===== src/rtl/core/cyclic_position_setpoint_generator_top_macros.svh =====
// Assertion macros for the cyclic position setpoint generator.
`ifndef CYCLIC_POSITION_SETPOINT_GENERATOR_TOP_MACROS_SVH
`define CYCLIC_POSITION_SETPOINT_GENERATOR_TOP_MACROS_SVH
`ifndef SYNTHESIS
// Condition that must hold in the same cycle as its trigger.
`define CPSG_ASSERT_SAME(lbl, clk, rstn, ante, cons, msg) \
  lbl: assert property (@(posedge clk) disable iff (!rstn) (ante) |-> (cons)) \
    else $error(msg);
// Condition that must hold in the cycle after its trigger.
`define CPSG_ASSERT_NEXT(lbl, clk, rstn, ante, cons, msg) \
  lbl: assert property (@(posedge clk) disable iff (!rstn) (ante) |=> (cons)) \
    else $error(msg);
`else
`define CPSG_ASSERT_SAME(lbl, clk, rstn, ante, cons, msg)
`define CPSG_ASSERT_NEXT(lbl, clk, rstn, ante, cons, msg)
`endif
`endif


===== src/rtl/core/cpsg_pkg.sv =====
// Shared constants, types and decode function for the setpoint generator.
`default_nettype none
package cpsg_pkg;

  localparam int FRAC_BITS_DEFAULT = 16;
  localparam int POS_W  = 32;
  localparam int STEP_W = 48;
  localparam int CFG_W  = 48;
  localparam int IDX_W  = 3;
  localparam int OPT_W  = 7;
  localparam int ST_W   = 4;

  // Input item kinds
  localparam logic [1:0] KIND_FEEDBACK = 2'd0;
  localparam logic [1:0] KIND_TARGET   = 2'd1;
  localparam logic [1:0] KIND_TICK     = 2'd2;

  // Register indexes
  localparam logic [IDX_W-1:0] CFG_RUN_MODE  = 3'd0;
  localparam logic [IDX_W-1:0] CFG_OPTIONS   = 3'd1;
  localparam logic [IDX_W-1:0] CFG_FIXED_TGT = 3'd2;
  localparam logic [IDX_W-1:0] CFG_START_POS = 3'd3;
  localparam logic [IDX_W-1:0] CFG_STEP      = 3'd4;
  localparam logic [IDX_W-1:0] CFG_SPEED     = 3'd5;

  // Option flag bit positions
  localparam int OPT_TARGET   = 0;
  localparam int OPT_START    = 1;
  localparam int OPT_STEP     = 2;
  localparam int OPT_SPEED    = 3;
  localparam int OPT_REQ_EN   = 4;
  localparam int OPT_REQ_MODE = 5;
  localparam int OPT_AUTO_EN  = 6;

  // Operating mode codes
  localparam logic signed [7:0] OP_MODE_CSP = 8'sd8;
  localparam logic signed [7:0] OP_MODE_CSV = 8'sd9;

  // CiA402 drive states
  localparam logic [ST_W-1:0] ST_NOT_READY     = 4'd0;
  localparam logic [ST_W-1:0] ST_SWITCH_ON_DIS = 4'd1;
  localparam logic [ST_W-1:0] ST_READY         = 4'd2;
  localparam logic [ST_W-1:0] ST_SWITCHED_ON   = 4'd3;
  localparam logic [ST_W-1:0] ST_ENABLED       = 4'd4;
  localparam logic [ST_W-1:0] ST_QUICK_STOP    = 4'd5;
  localparam logic [ST_W-1:0] ST_FAULT_REACT   = 4'd6;
  localparam logic [ST_W-1:0] ST_FAULT         = 4'd7;
  localparam logic [ST_W-1:0] ST_UNKNOWN       = 4'd8;
  localparam logic [ST_W-1:0] ST_NONE          = 4'd9;

  // Status word masks and patterns
  localparam logic [15:0] SW_MASK_A      = 16'h006F;
  localparam logic [15:0] SW_MASK_B      = 16'h004F;
  localparam logic [15:0] SW_NOT_READY   = 16'h0000;
  localparam logic [15:0] SW_SW_ON_DIS   = 16'h0040;
  localparam logic [15:0] SW_READY       = 16'h0021;
  localparam logic [15:0] SW_SWITCHED_ON = 16'h0023;
  localparam logic [15:0] SW_ENABLED     = 16'h0027;
  localparam logic [15:0] SW_QUICK_STOP  = 16'h0007;
  localparam logic [15:0] SW_FAULT_REACT = 16'h000F;
  localparam logic [15:0] SW_FAULT       = 16'h0008;

  // Control inputs of the position unit
  typedef struct packed {
    logic opt_start;
    logic opt_step;
    logic opt_speed;
    logic has_target;
    logic acc_valid;
    logic pos_valid;
  } pos_ctrl_t;

  function automatic logic [ST_W-1:0] decode_state(input logic [15:0] sw);
    logic [15:0] a;
    logic [15:0] b;
    a = sw & SW_MASK_A;
    b = sw & SW_MASK_B;
    if (b == SW_NOT_READY) return ST_NOT_READY;
    else if (b == SW_SW_ON_DIS) return ST_SWITCH_ON_DIS;
    else if (a == SW_READY) return ST_READY;
    else if (a == SW_SWITCHED_ON) return ST_SWITCHED_ON;
    else if (a == SW_ENABLED) return ST_ENABLED;
    else if (a == SW_QUICK_STOP) return ST_QUICK_STOP;
    else if (b == SW_FAULT_REACT) return ST_FAULT_REACT;
    else if (b == SW_FAULT) return ST_FAULT;
    else return ST_UNKNOWN;
  endfunction

endpackage
`default_nettype wire


===== src/rtl/core/cpsg_pos_unit.sv =====
// Position setpoint update: seed, slew/step, clamp, round and saturate.
`default_nettype none
module cpsg_pos_unit import cpsg_pkg::*; #(
  parameter int FRAC_BITS = FRAC_BITS_DEFAULT
) (
  input  pos_ctrl_t                          ctrl_i,
  input  logic signed [POS_W+FRAC_BITS-1:0]  acc_i,
  input  logic signed [POS_W-1:0]            start_i,
  input  logic signed [POS_W-1:0]            last_pos_i,
  input  logic signed [POS_W-1:0]            target_i,
  input  logic signed [STEP_W-1:0]           step_i,
  input  logic signed [STEP_W-1:0]           speed_i,
  output logic signed [POS_W+FRAC_BITS-1:0]  acc_o,
  output logic signed [POS_W-1:0]            cmd_o
);

  localparam int ACC_W = POS_W + FRAC_BITS;
  localparam int SUM_W = ((ACC_W > STEP_W) ? ACC_W : STEP_W) + 2;
  localparam logic signed [SUM_W-1:0] ACC_HI =
    $signed((SUM_W'(1) << (ACC_W - 1)) - SUM_W'(1));
  localparam logic signed [SUM_W-1:0] ACC_LO = ~ACC_HI;
  localparam logic [ACC_W:0] HALF = ((ACC_W+1)'(1) << FRAC_BITS) >> 1;
  localparam logic [POS_W:0] Q_MIN_MAG = (POS_W+1)'(1) << (POS_W - 1);
  localparam logic signed [POS_W-1:0] CMD_MAX = {1'b0, {(POS_W-1){1'b1}}};
  localparam logic signed [POS_W-1:0] CMD_MIN = {1'b1, {(POS_W-1){1'b0}}};

  logic signed [POS_W-1:0] seed;
  logic signed [SUM_W-1:0] seed_w, base_w, tgt_w, step_w, speed_w, lim_w;
  logic signed [SUM_W-1:0] diff_w, nxt_w, acc_c, neg_c;
  logic                    acc_neg;
  logic [ACC_W:0]          mag, rnd, quo;
  logic [POS_W:0]          q, neg_q;

  assign seed   = ctrl_i.opt_start ? start_i : (ctrl_i.pos_valid ? last_pos_i : '0);
  assign seed_w = $signed({{(SUM_W-POS_W){seed[POS_W-1]}}, seed}) <<< FRAC_BITS;
  assign base_w = ctrl_i.acc_valid ? $signed({{(SUM_W-ACC_W){acc_i[ACC_W-1]}}, acc_i})
                                   : seed_w;
  assign tgt_w  = $signed({{(SUM_W-POS_W){target_i[POS_W-1]}}, target_i}) <<< FRAC_BITS;
  assign step_w  = $signed({{(SUM_W-STEP_W){step_i[STEP_W-1]}}, step_i});
  assign speed_w = $signed({{(SUM_W-STEP_W){speed_i[STEP_W-1]}}, speed_i});
  assign lim_w   = speed_w[SUM_W-1] ? -speed_w : speed_w;
  assign diff_w  = tgt_w - base_w;

  always_comb begin
    nxt_w = base_w;
    if (ctrl_i.has_target && ctrl_i.opt_speed) begin
      if (diff_w > lim_w) begin
        nxt_w = base_w + lim_w;
      end else if (diff_w < -lim_w) begin
        nxt_w = base_w - lim_w;
      end else begin
        nxt_w = tgt_w;
      end
    end else if (ctrl_i.opt_step) begin
      nxt_w = base_w + step_w;
    end else if (ctrl_i.opt_speed) begin
      nxt_w = base_w + speed_w;
    end else if (ctrl_i.has_target) begin
      nxt_w = tgt_w;
    end
  end

  // Saturate to the accumulator range
  always_comb begin
    if (nxt_w > ACC_HI) begin
      acc_c = ACC_HI;
    end else if (nxt_w < ACC_LO) begin
      acc_c = ACC_LO;
    end else begin
      acc_c = nxt_w;
    end
  end

  assign acc_o = acc_c[ACC_W-1:0];

  // Round half away from zero on the magnitude, then saturate to 32 bits
  assign acc_neg = acc_c[SUM_W-1];
  assign neg_c   = -acc_c;
  assign mag     = acc_neg ? neg_c[ACC_W:0] : acc_c[ACC_W:0];
  assign rnd     = mag + HALF;
  assign quo     = rnd >> FRAC_BITS;
  assign q       = quo[POS_W:0];
  assign neg_q   = -q;

  always_comb begin
    if (acc_neg) begin
      cmd_o = (q > Q_MIN_MAG) ? CMD_MIN : $signed(neg_q[POS_W-1:0]);
    end else begin
      cmd_o = (q[POS_W:POS_W-1] != 2'b00) ? CMD_MAX : $signed(q[POS_W-1:0]);
    end
  end

endmodule
`default_nettype wire


===== src/rtl/core/cyclic_position_setpoint_generator_top.sv =====
// Top level of the CiA402 cyclic position / velocity setpoint generator.
//
// Usage:
//  - s_axis carries input items. tuser holds the kind (feedback, dynamic
//    target, cycle tick); tdata holds status word, operating mode display,
//    actual position and new target. Feedback and target transfers only
//    update held state; each tick transfer yields exactly one result.
//  - m_axis carries results: tuser holds the issued flag, tdata holds the
//    command, the decoded drive state and the enable request.
//  - cfg_we_i / cfg_idx_i / cfg_wdata_i write one of the six configuration
//    registers per cycle; write them only while the block is idle.
// Timing:
//  - An accepted item lands in the input register, is processed by one pass
//    of combinational logic and, for a tick, lands in the output register
//    once that register has room, which raises m_axis_tvalid.
//  - Throughput is one item per cycle while no tick waits on a stalled m_axis.
//    The setpoint accumulator loop closes through acc_q alone, so ticks may follow back to back.
//  - When m_axis stalls, the output register holds its result; feedback and
//    target items pass until a tick waits in the input register, then s_axis stalls.
// Reset clears all valid bits, the accumulator and the configuration.
`default_nettype none
`include "cyclic_position_setpoint_generator_top_macros.svh"
module cyclic_position_setpoint_generator_top import cpsg_pkg::*; #(
  parameter int FRAC_BITS = FRAC_BITS_DEFAULT
) (
  input  logic              clk_i,
  input  logic              rst_ni,
  // Input stream
  input  logic              s_axis_tvalid,
  output logic              s_axis_tready,
  // [15:0] drive status, [23:16] mode display, [55:24] measured position,
  // [87:56] new_target
  input  logic [87:0]       s_axis_tdata,
  // [1:0] kind
  input  logic [1:0]        s_axis_tuser,
  // Result stream
  output logic              m_axis_tvalid,
  input  logic              m_axis_tready,
  // [31:0] command_value, [35:32] drive_state, [36] enable_request,
  // [39:37] zero
  output logic [39:0]       m_axis_tdata,
  // [0] issued
  output logic [0:0]        m_axis_tuser,
  // Configuration write port
  input  logic              cfg_we_i,
  input  logic [IDX_W-1:0]  cfg_idx_i,
  input  logic [CFG_W-1:0]  cfg_wdata_i
);

  localparam int ACC_W = POS_W + FRAC_BITS;

  // Configuration registers
  logic                     run_mode_q;
  logic [OPT_W-1:0]         opt_q;
  logic signed [POS_W-1:0]  fixed_tgt_q;
  logic signed [POS_W-1:0]  start_pos_q;
  logic signed [STEP_W-1:0] step_q;
  logic signed [STEP_W-1:0] speed_q;

  // Held state
  logic signed [ACC_W-1:0]  acc_q, acc_d;
  logic                     acc_vld_q, acc_vld_d;
  logic [15:0]              stat_q;
  logic                     stat_vld_q;
  logic signed [7:0]        opm_q;
  logic                     opm_vld_q;
  logic signed [POS_W-1:0]  lpos_q;
  logic                     lpos_vld_q;
  logic signed [POS_W-1:0]  dtgt_q;
  logic                     dtgt_vld_q;

  // Input register
  logic                     in_vld_q, in_vld_d;
  logic [1:0]               in_kind_q;
  logic [15:0]              in_stat_q;
  logic signed [7:0]        in_opm_q;
  logic signed [POS_W-1:0]  in_pos_q;
  logic signed [POS_W-1:0]  in_tgt_q;

  // Output register
  logic                     out_vld_q, out_vld_d;
  logic                     out_issued_q;
  logic signed [POS_W-1:0]  out_cmd_q;
  logic [ST_W-1:0]          out_state_q;
  logic                     out_enreq_q;

  logic                     in_take;
  logic                     is_tick;
  logic                     stage_go;
  logic                     tick_go;
  logic [ST_W-1:0]          drv_state;
  logic                     held;
  logic                     enreq;
  logic signed [7:0]        want_mode;
  logic signed [POS_W-1:0]  eff_tgt;
  logic signed [POS_W-1:0]  cmd;
  pos_ctrl_t                pos_ctrl;
  logic signed [ACC_W-1:0]  acc_nxt;
  logic signed [POS_W-1:0]  pos_cmd;

  // Handshake: a tick needs room in the output register, other kinds do not
  assign is_tick       = (in_kind_q == KIND_TICK);
  assign stage_go      = in_vld_q && (!is_tick || !out_vld_q || m_axis_tready);
  assign tick_go       = stage_go && is_tick;
  assign s_axis_tready = !in_vld_q || stage_go;
  assign in_take       = s_axis_tvalid && s_axis_tready;

  assign in_vld_d  = in_take ? 1'b1 : (stage_go ? 1'b0 : in_vld_q);
  assign out_vld_d = tick_go ? 1'b1 : (m_axis_tready ? 1'b0 : out_vld_q);

  // Decode the drive state and apply gating
  assign drv_state = stat_vld_q ? decode_state(stat_q) : ST_NONE;
  assign want_mode = run_mode_q ? OP_MODE_CSV : OP_MODE_CSP;
  assign held = (opt_q[OPT_REQ_EN] && (drv_state != ST_ENABLED)) ||
                (opt_q[OPT_REQ_MODE] && (!opm_vld_q || (opm_q != want_mode)));
  assign enreq = opt_q[OPT_AUTO_EN] && (drv_state == ST_SWITCHED_ON);

  // Dynamic target wins over the fixed one
  assign eff_tgt = dtgt_vld_q ? dtgt_q : fixed_tgt_q;

  assign pos_ctrl = '{
    opt_start:  opt_q[OPT_START],
    opt_step:   opt_q[OPT_STEP],
    opt_speed:  opt_q[OPT_SPEED],
    has_target: dtgt_vld_q || opt_q[OPT_TARGET],
    acc_valid:  acc_vld_q,
    pos_valid:  lpos_vld_q
  };

  cpsg_pos_unit #(
    .FRAC_BITS (FRAC_BITS)
  ) u_pos (
    .ctrl_i     (pos_ctrl),
    .acc_i      (acc_q),
    .start_i    (start_pos_q),
    .last_pos_i (lpos_q),
    .target_i   (eff_tgt),
    .step_i     (step_q),
    .speed_i    (speed_q),
    .acc_o      (acc_nxt),
    .cmd_o      (pos_cmd)
  );

  always_comb begin
    if (held) begin
      cmd = '0;
    end else if (!run_mode_q) begin
      cmd = pos_cmd;
    end else begin
      cmd = opt_q[OPT_TARGET] ? fixed_tgt_q : '0;
    end
  end

  // Advance the accumulator only on an issued position tick
  assign acc_d     = (tick_go && !held && !run_mode_q) ? acc_nxt : acc_q;
  assign acc_vld_d = (tick_go && !held && !run_mode_q) ? 1'b1 : acc_vld_q;

  // Control and held state
  always_ff @(posedge clk_i or negedge rst_ni) begin
    if (!rst_ni) begin
      run_mode_q  <= 1'b0;
      opt_q       <= '0;
      fixed_tgt_q <= '0;
      start_pos_q <= '0;
      step_q      <= '0;
      speed_q     <= '0;
      acc_q       <= '0;
      acc_vld_q   <= 1'b0;
      stat_q      <= '0;
      stat_vld_q  <= 1'b0;
      opm_q       <= '0;
      opm_vld_q   <= 1'b0;
      lpos_q      <= '0;
      lpos_vld_q  <= 1'b0;
      dtgt_q      <= '0;
      dtgt_vld_q  <= 1'b0;
      in_vld_q    <= 1'b0;
      out_vld_q   <= 1'b0;
    end else begin
      in_vld_q  <= in_vld_d;
      out_vld_q <= out_vld_d;
      acc_q     <= acc_d;
      acc_vld_q <= acc_vld_d;
      if (cfg_we_i) begin
        case (cfg_idx_i)
          CFG_RUN_MODE:  run_mode_q  <= cfg_wdata_i[0];
          CFG_OPTIONS:   opt_q       <= cfg_wdata_i[OPT_W-1:0];
          CFG_FIXED_TGT: fixed_tgt_q <= $signed(cfg_wdata_i[POS_W-1:0]);
          CFG_START_POS: start_pos_q <= $signed(cfg_wdata_i[POS_W-1:0]);
          CFG_STEP:      step_q      <= $signed(cfg_wdata_i[STEP_W-1:0]);
          CFG_SPEED:     speed_q     <= $signed(cfg_wdata_i[STEP_W-1:0]);
          default: ;
        endcase
      end
      if (stage_go && (in_kind_q == KIND_FEEDBACK)) begin
        stat_q     <= in_stat_q;
        stat_vld_q <= 1'b1;
        opm_q      <= in_opm_q;
        opm_vld_q  <= 1'b1;
        lpos_q     <= in_pos_q;
        lpos_vld_q <= 1'b1;
      end
      if (stage_go && (in_kind_q == KIND_TARGET)) begin
        dtgt_q     <= in_tgt_q;
        dtgt_vld_q <= 1'b1;
      end
    end
  end

  // Payload registers: hold the input item and the result
  always_ff @(posedge clk_i) begin
    if (in_take) begin
      in_kind_q <= s_axis_tuser;
      in_stat_q <= s_axis_tdata[15:0];
      in_opm_q  <= $signed(s_axis_tdata[23:16]);
      in_pos_q  <= $signed(s_axis_tdata[55:24]);
      in_tgt_q  <= $signed(s_axis_tdata[87:56]);
    end
    if (tick_go) begin
      out_issued_q <= !held;
      out_cmd_q    <= cmd;
      out_state_q  <= drv_state;
      out_enreq_q  <= enreq;
    end
  end

  assign m_axis_tvalid = out_vld_q;
  assign m_axis_tuser  = out_issued_q;
  assign m_axis_tdata  = {3'b000, out_enreq_q, out_state_q, out_cmd_q};

  // Checks
  `CPSG_ASSERT_SAME(a_held_zero, clk_i, rst_ni, m_axis_tvalid && !out_issued_q, out_cmd_q == '0, "held result carries a nonzero command")
  `CPSG_ASSERT_SAME(a_enreq_state, clk_i, rst_ni, m_axis_tvalid && out_enreq_q, out_state_q == ST_SWITCHED_ON, "enable request outside switched on state")
  `CPSG_ASSERT_NEXT(a_acc_seeded, clk_i, rst_ni, tick_go && !held && !run_mode_q, acc_vld_q, "issued position tick left accumulator unseeded")
  `CPSG_ASSERT_NEXT(a_in_hold, clk_i, rst_ni, in_vld_q && !stage_go, in_vld_q && $stable(in_kind_q), "pending input item lost or overwritten")

endmodule
`default_nettype wire

===== config.mk =====
export PLATFORM = sky130hd
export DESIGN_NAME = cyclic_position_setpoint_generator_top
export DESIGN_NICKNAME = d
export VERILOG_FILES = /design/src/rtl/core/cpsg_pkg.sv /design/src/rtl/core/cpsg_pos_unit.sv /design/src/rtl/core/cyclic_position_setpoint_generator_top.sv
export VERILOG_INCLUDE_DIRS = /design/src /design/src/rtl/core
export SDC_FILE = /design/constraint.sdc
export NUM_CORES = 2
export LEC_CHECK = 0
export ABC_AREA = 1
export BUFFER_PORTS_ARGS = -buffer_cell sky130_fd_sc_hd__buf_2
export CORE_ASPECT_RATIO = 0.8
export CORE_MARGIN = 4
export CORE_UTILIZATION = 41
export DETAILED_ROUTE_END_ITERATION = 10
export GPL_TIMING_DRIVEN = 1
export PLACE_DENSITY = 0.61
export SLEW_MARGIN = 30
export SYNTH_ARGS = -nofsm -noshare
export SYNTH_HDL_FRONTEND = slang
export SYNTH_SLANG_ARGS = --single-unit
export TNS_END_PERCENT = 30

===== constraint.sdc =====
create_clock -name clk_i -period 29.3 [get_ports clk_i]
set_input_delay 7.325 -clock clk_i [delete_from_list [all_inputs] [get_ports clk_i]]
set_output_delay 7.325 -clock clk_i [all_outputs]
set_load 0.05 [all_outputs]

# ---- Word level (Yosys, flattened, before mapping)
# Index checks and enable logic that the tools add are counted.
dict set report totals {
  reg_bits 419
  in_bits 146
}
dict set report classes {
  addsub 10
  order_cmp 5
  n_eq_ne 17
  n_mux 33
  reduce_logical 35
}
# op n
set op_table {}
lappend op_table {{$mux W50} 10}
lappend op_table {{$mux W32} 8}
lappend op_table {{$add A50 B48 Y50} 2}
lappend op_table {{$add A50 B50 Y50} 1}
lappend op_table {{$gt A50 B48 Y1 const B} 1}
lappend op_table {{$gt A50 B50 Y1} 1}
lappend op_table {{$lt A50 B48 Y1 const B} 1}
lappend op_table {{$lt A50 B50 Y1} 1}
lappend op_table {{$neg A48 Y50} 1}
lappend op_table {{$neg A50 Y50} 1}
lappend op_table {{$sub A48 B50 Y50} 1}
lappend op_table {{$sub A50 B50 Y50} 1}
lappend op_table {{$add A49 B16 Y49 const B} 1}
lappend op_table {{$mux W49} 1}
lappend op_table {{$neg A49 Y49} 1}
lappend op_table {{$mux W4} 9}
lappend op_table {{$gt A33 B32 Y1 const B} 1}
lappend op_table {{$neg A32 Y32} 1}
lappend op_table {{$eq A6 B5 Y1 const B} 3}
lappend op_table {{$logic_not A16 Y1} 1}
lappend op_table {{$reduce_and A2 Y1} 6}
lappend op_table {{$logic_and A1 B1 Y1} 11}
lappend op_table {{$eq A5 B4 Y1 const B} 2}
lappend op_table {{$ne A8 B5 Y1} 1}
lappend op_table {{other kinds (15)} 33}

# ---- Logic depth before layout (Yosys ltp)
dict set report logic_depth {
  ltp_word 18
  ltp_mapped 85
  ltp_nobuf 82
}

# ---- Modules after synthesis
# A second synthesis with hierarchy kept.
dict set report unflattened {
  cells_unflattened 6263
  area_unflattened_um2 42107.9
}
# mod instances cells_each area_each_um2 seq_area_each_um2
set by_module_without_submodules {}
lappend by_module_without_submodules {cpsg_pos_unit 1 4873 26335.3 0.0}
lappend by_module_without_submodules {cyclic_position_setpoint_generator_top 1 1390 15772.6 11025.6}

# ---- Least setup slack after synthesis
# No wires, ideal clock.
dict set report synth_path {
  kind {input-to-output}
  start {in m_axis_tready}
  end {out s_axis_tready}
  arrival_time_ns 7.838
  setup_slack_ns 14.137
  path_stages 4
  path_buffers 0
  path_cell_list {nor2_1 > inv_1 > nor2_1 > inv_1}
}
dict set report synth_via {
  elab_chain_cells 3
}
# element line_no
set synth_lines {}
lappend synth_lines {{start, declared} cyclic_position_setpoint_generator_top.sv:38} ;# input logic m_axis_tready,
lappend synth_lines {{$logic_or A1 B1 Y1} cyclic_position_setpoint_generator_top.sv:103} ;# assign stage_go = in_vld_q && (!is_tick || !out_vld_q || m_axis_tready);
lappend synth_lines {{$logic_and A1 B1 Y1} cyclic_position_setpoint_generator_top.sv:103}
lappend synth_lines {{$logic_or A1 B1 Y1} cyclic_position_setpoint_generator_top.sv:105} ;# assign s_axis_tready = !in_vld_q || stage_go;
lappend synth_lines {{end, declared} cyclic_position_setpoint_generator_top.sv:30} ;# output logic s_axis_tready,
# No other way between the ends.

# ---- Worst setup path in the final report
dict set report layout_path {
  start {reg acc_vld_q}
  end {reg out_cmd_q[7] (data pin)}
}
dict set report layout_via {
  elab_chain_cells 16
}
# element line_no
set layout_lines {}
lappend layout_lines {{start, declared} cyclic_position_setpoint_generator_top.sv:62} ;# logic acc_vld_q, acc_vld_d;
lappend layout_lines {{start signal, assigned} cyclic_position_setpoint_generator_top.sv:183} ;# acc_vld_q <= acc_vld_d;
lappend layout_lines {{$mux W50 *} cpsg_pos_unit.sv:36} ;# assign base_w = ctrl_i.acc_valid ? $signed({{(SUM_W-ACC_W){acc_i[ACC_W-1]}}, acc_i})
lappend layout_lines {{$sub A48 B50 Y50} cpsg_pos_unit.sv:42} ;# assign diff_w = tgt_w - base_w;
lappend layout_lines {{$lt A50 B50 Y1} cpsg_pos_unit.sv:49} ;# end else if (diff_w < -lim_w) begin
lappend layout_lines {{$mux W50} cpsg_pos_unit.sv:49}
lappend layout_lines {{$mux W50} cpsg_pos_unit.sv:47} ;# if (diff_w > lim_w) begin
lappend layout_lines {{$mux W50 *} cpsg_pos_unit.sv:46} ;# if (ctrl_i.has_target && ctrl_i.opt_speed) begin
lappend layout_lines {{$lt A50 B48 Y1} cpsg_pos_unit.sv:67} ;# end else if (nxt_w < ACC_LO) begin
lappend layout_lines {{$mux W50} cpsg_pos_unit.sv:67}
lappend layout_lines {{$mux W50 *} cpsg_pos_unit.sv:65} ;# if (nxt_w > ACC_HI) begin
lappend layout_lines {{$neg A49 Y49} cpsg_pos_unit.sv:78} ;# assign neg_c = -acc_c;
lappend layout_lines {{$mux W49} cpsg_pos_unit.sv:79} ;# assign mag = acc_neg ? neg_c[ACC_W:0] : acc_c[ACC_W:0];
lappend layout_lines {{$add A49 B16 Y49} cpsg_pos_unit.sv:80} ;# assign rnd = mag + HALF;
lappend layout_lines {{$neg A32 Y32 (tied with other cells)} cpsg_pos_unit.sv:83} ;# assign neg_q = -q;
lappend layout_lines {{$mux W32 (on tied branches)} {cpsg_pos_unit.sv:87, cpsg_pos_unit.sv:89}}
lappend layout_lines {{$mux W32 *} cpsg_pos_unit.sv:86} ;# if (acc_neg) begin
lappend layout_lines {{$mux W32 *} cyclic_position_setpoint_generator_top.sv:147} ;# end else if (!run_mode_q) begin
lappend layout_lines {{end signal, assigned} cyclic_position_setpoint_generator_top.sv:221} ;# out_cmd_q <= cmd;
lappend layout_lines {{end, declared} cyclic_position_setpoint_generator_top.sv:83} ;# logic signed [POS_W-1:0] out_cmd_q;
# Mark *: on every way between the ends. The rest lies on a longest branch, timed or not.
# A chain may end at the register's enable or synchronous reset.

==> results.toml <==
[run_status]
run_status = "finished clean"

[worst_setup_path]
r2r_end = "out_cmd_q[7]"
ff2ff_setup_slack_ns = 12.68
required_ns = 29.62
startpoint = "acc_vld_q"
start_kind = "flip-flop"
cp-end-kind = "flip-flop"
timing.rr.start = "acc_vld_q"
worstRegToRegCells = 77
max_stage_delay_ns = 0.77
critPathMaxFanout = 42
crit_type = "reg2reg"
endpoint = "out_cmd_q[7]"
cpMostUsedCell = "nand2_1"
worstPathArrival_ns = 16.93
cpMaxStageDelayCell = "a21oi_1"

[timing]
tightest_slew_ns = 1.14
slew-limit-headroom = 0.242
timing.fmax_ghz = 0.0602
finalMaxSlewViolations = 0
setup_viol = 0
setup_tns_ns = 0
rsz0062_at_grt = "false"
finalClockSkew_ns = 0.0171
hold_viol_final = 0
min_period_over_period = 0.567
period_needed_ns = 16.62

[synthesis]
synth_edf_count = 118
syn-cell-area_sq_um = 41500
synth_async_sr_flop_share = 0.717
ys_types = 77
synthCells = 6138
yosysSeqAreaShare = 0.265
synthFlopType = "dfrtp_1"
avgSynthCellArea_sq_um = 6.77
yosys_warnings = 0
synth_seq_cells = 417

[die]
die_y_um = 293
dieWidth_um = 364
start_util = 0.413
die_area_sq_um = 106000
core_sq_um = 101000
num_rows = 104
boundaryPins = 189

[global_route]
grt_pass1_vias = 37700
grt_pass1_wl_um = 248000
antenna_found_initial = 14
grt_max_degree = 141
grt_usage = 0.310
overflow = 0

[layout]
syn_to_final_growth_pct = 8.64
drive_above_1_share = 0.102
finalNonFillerCells = 7583
nets = 6699

[placement]
dp_hpwl_um = 142000
port_buffers = 175
gp_congestion = 1.00
placed_cells = 7503

[routing]
wirelength_um = 172000
num_vias = 42100
drtIter0Drc = 4635
ant_nets = 0
viasPerCell = 5.56
dr.pass1.iters = 6
drc_errors = 0
post_drt_wl_per_cell_um = 22.6

[cts]
numCtsBuffers = 41
postCtsSetupRepairBufs = 0
cts_buffer_depth = 3
cts-htree-levels = 2
cts_hold_buf = 0
cts_tree = "done"
path_clk_slew_ns = 0.07
cts_root_buffer = "clkbuf_16"
cts.sinks = 417
clock_latency_ns = 0.59
cts_resized = 0

[job]
drv_cap = 0

[min_path]
hp-class = "reg2reg"
hold_depth = 1
## logic make-up after synthesis
group,Yosys count,synth area share
compound gates,1288,0.174
mux,75,0.0203
fa+ha+maj,330,0.100
other cells,2,0.000181
flops,417,0.265
simple gates,2814,0.297
buf+inv,975,0.0926
xor+xnor,237,0.0505
## worst min-delay path by stage
stage                       from         end  slack (ns)
floorplan              acc_q[11]   acc_q[11]        0.45
global placement     in_tgt_q[0]   dtgt_q[0]        0.46
detailed placement   in_tgt_q[2]   dtgt_q[2]        0.46
CTS                  in_opm_q[7]    opm_q[7]        0.48
global route        in_pos_q[13]  lpos_q[13]        0.49
finish               in_opm_q[7]    opm_q[7]        0.47
## sequential cells by signal (all words and copies together) (netlist names), 2 cells and up
name and cells:
acc_q 48, speed_q 48, step_q 48, dtgt_q 32, fixed_tgt_q 32, in_pos_q 32, in_tgt_q 32, lpos_q 32
out_cmd_q 32, start_pos_q 32, in_opm_q 8, opm_q 8, opt_q 7, in_stat_q 6, stat_q 6, out_state_q 4
in_kind_q 2
## cell type report
cell class,count,area [sq um]
Fill cell,10600,55500
Multi-Input combinational cell,4752,26800
Sequential cell,417,11000
Inverter,771,2900
Tap cell,1325,1660
Timing Repair Buffer,240,1410
Clock buffer,54,1150
Clock inverter,21,216
Antenna cell,3,7.51
## synthesized netlist by cell type, drive strengths merged, types with 29 or more instances
cell | number | share of area
nand2 | 1581 | 0.15
inv | 768 | 0.069
nor2 | 646 | 0.066
o21ai | 522 | 0.063
a21oi | 473 | 0.057
nand3 | 402 | 0.054
ha | 326 | 0.098
dfrtp | 299 | 0.18
xor2 | 201 | 0.043
clkbuf | 141 | 0.013
edfxtp | 118 | 0.085
mux2 | 75 | 0.020
nand4 | 70 | 0.011
a31oi | 66 | 0.0099
buf | 63 | 0.010
o211ai | 51 | 0.0093
nor3 | 49 | 0.0063
xnor2 | 36 | 0.0076
o21a | 35 | 0.0063
a221oi | 29 | 0.0061
## critical path: cells and delay by family (launching register included)
| kind | cells | cell delay, ns |
|---|---|---|
| buffers and inverters | 10 | 1.70 |
| adder cells (fa/ha/maj) | 3 | 1.20 |
| XOR/XNOR | 1 | 0.22 |
| AND/OR/NAND/NOR | 50 | 9.18 |
| flip-flops | 1 | 0.69 |
| AO/OA/AOI/OAI | 13 | 3.20 |
## stage by stage
step / hold WS (ns) / setup WS, ns / cell area (sq um) / utilization
floorplan: 0.449 / 14.14 / 41600 / -
detailed placement: 0.463 / 13.58 / 43700 / 0.435
global route: 0.485 / 11.47 / 45100 / 0.449
finish: 0.472 / 12.68 / 45100 / 0.449
global placement: 0.460 / 13.72 / 43700 / 0.434
CTS: 0.478 / 13.52 / 45100 / 0.448
## metal layers
metal,vias up,part of all wire,global-route usage
met3,169,0.095,0.0623
met2,1706,0.41,0.446
met5,-,0.00024,0
met1,19700,0.48,0.477
met4,6,0.022,0.0606
li1,20500,-,-
## placed cells by master (no fill, tap or decap), types with 8 or more instances in the layout
| cell type | netlist | layout |
|---|---|---|
| a31oi_1 | 66 | 66 |
| o221ai_1 | 12 | 12 |
| nor4_1 | 20 | 19 |
| nand4_1 | 69 | 69 |
| xor2_1 | 198 | 198 |
| nand2_1 | 1511 | 1509 |
| ha_1 | 326 | 326 |
| a21oi_1 | 471 | 471 |
| conb_1 | 2 | 8 |
| nand3_2 | 32 | 36 |
| o21ai_1 | 29 | 31 |
| a211oi_1 | 10 | 10 |
| nand3b_1 | 13 | 13 |
| nor3_1 | 47 | 47 |
| clkbuf_16 | 0 | 42 |
| dfrtp_1 | 299 | 297 |
| o211ai_1 | 50 | 50 |
| xnor2_1 | 36 | 36 |
| a221oi_1 | 29 | 28 |
| nand2_4 | 13 | 13 |
| inv_2 | 38 | 42 |
| nor2_1 | 584 | 579 |
| nor2_4 | 20 | 23 |
| buf_2 | 23 | 175 |
| a21o_1 | 11 | 11 |
| o21a_1 | 35 | 35 |
| mux2_2 | 75 | 75 |
| inv_1 | 729 | 726 |
| nand2_2 | 55 | 56 |
| o31ai_1 | 17 | 17 |
| or2_2 | 18 | 18 |
| a21boi_0 | 14 | 13 |
| o21ai_0 | 492 | 490 |
| edfxtp_1 | 118 | 118 |
| nand3_1 | 363 | 359 |
| a22oi_1 | 8 | 8 |
| buf_4 | 16 | 59 |
| nor2_2 | 38 | 40 |
Power is not shown: default switching activity piles up to over one toggle a cycle in this logic, so the estimate is an artifact.
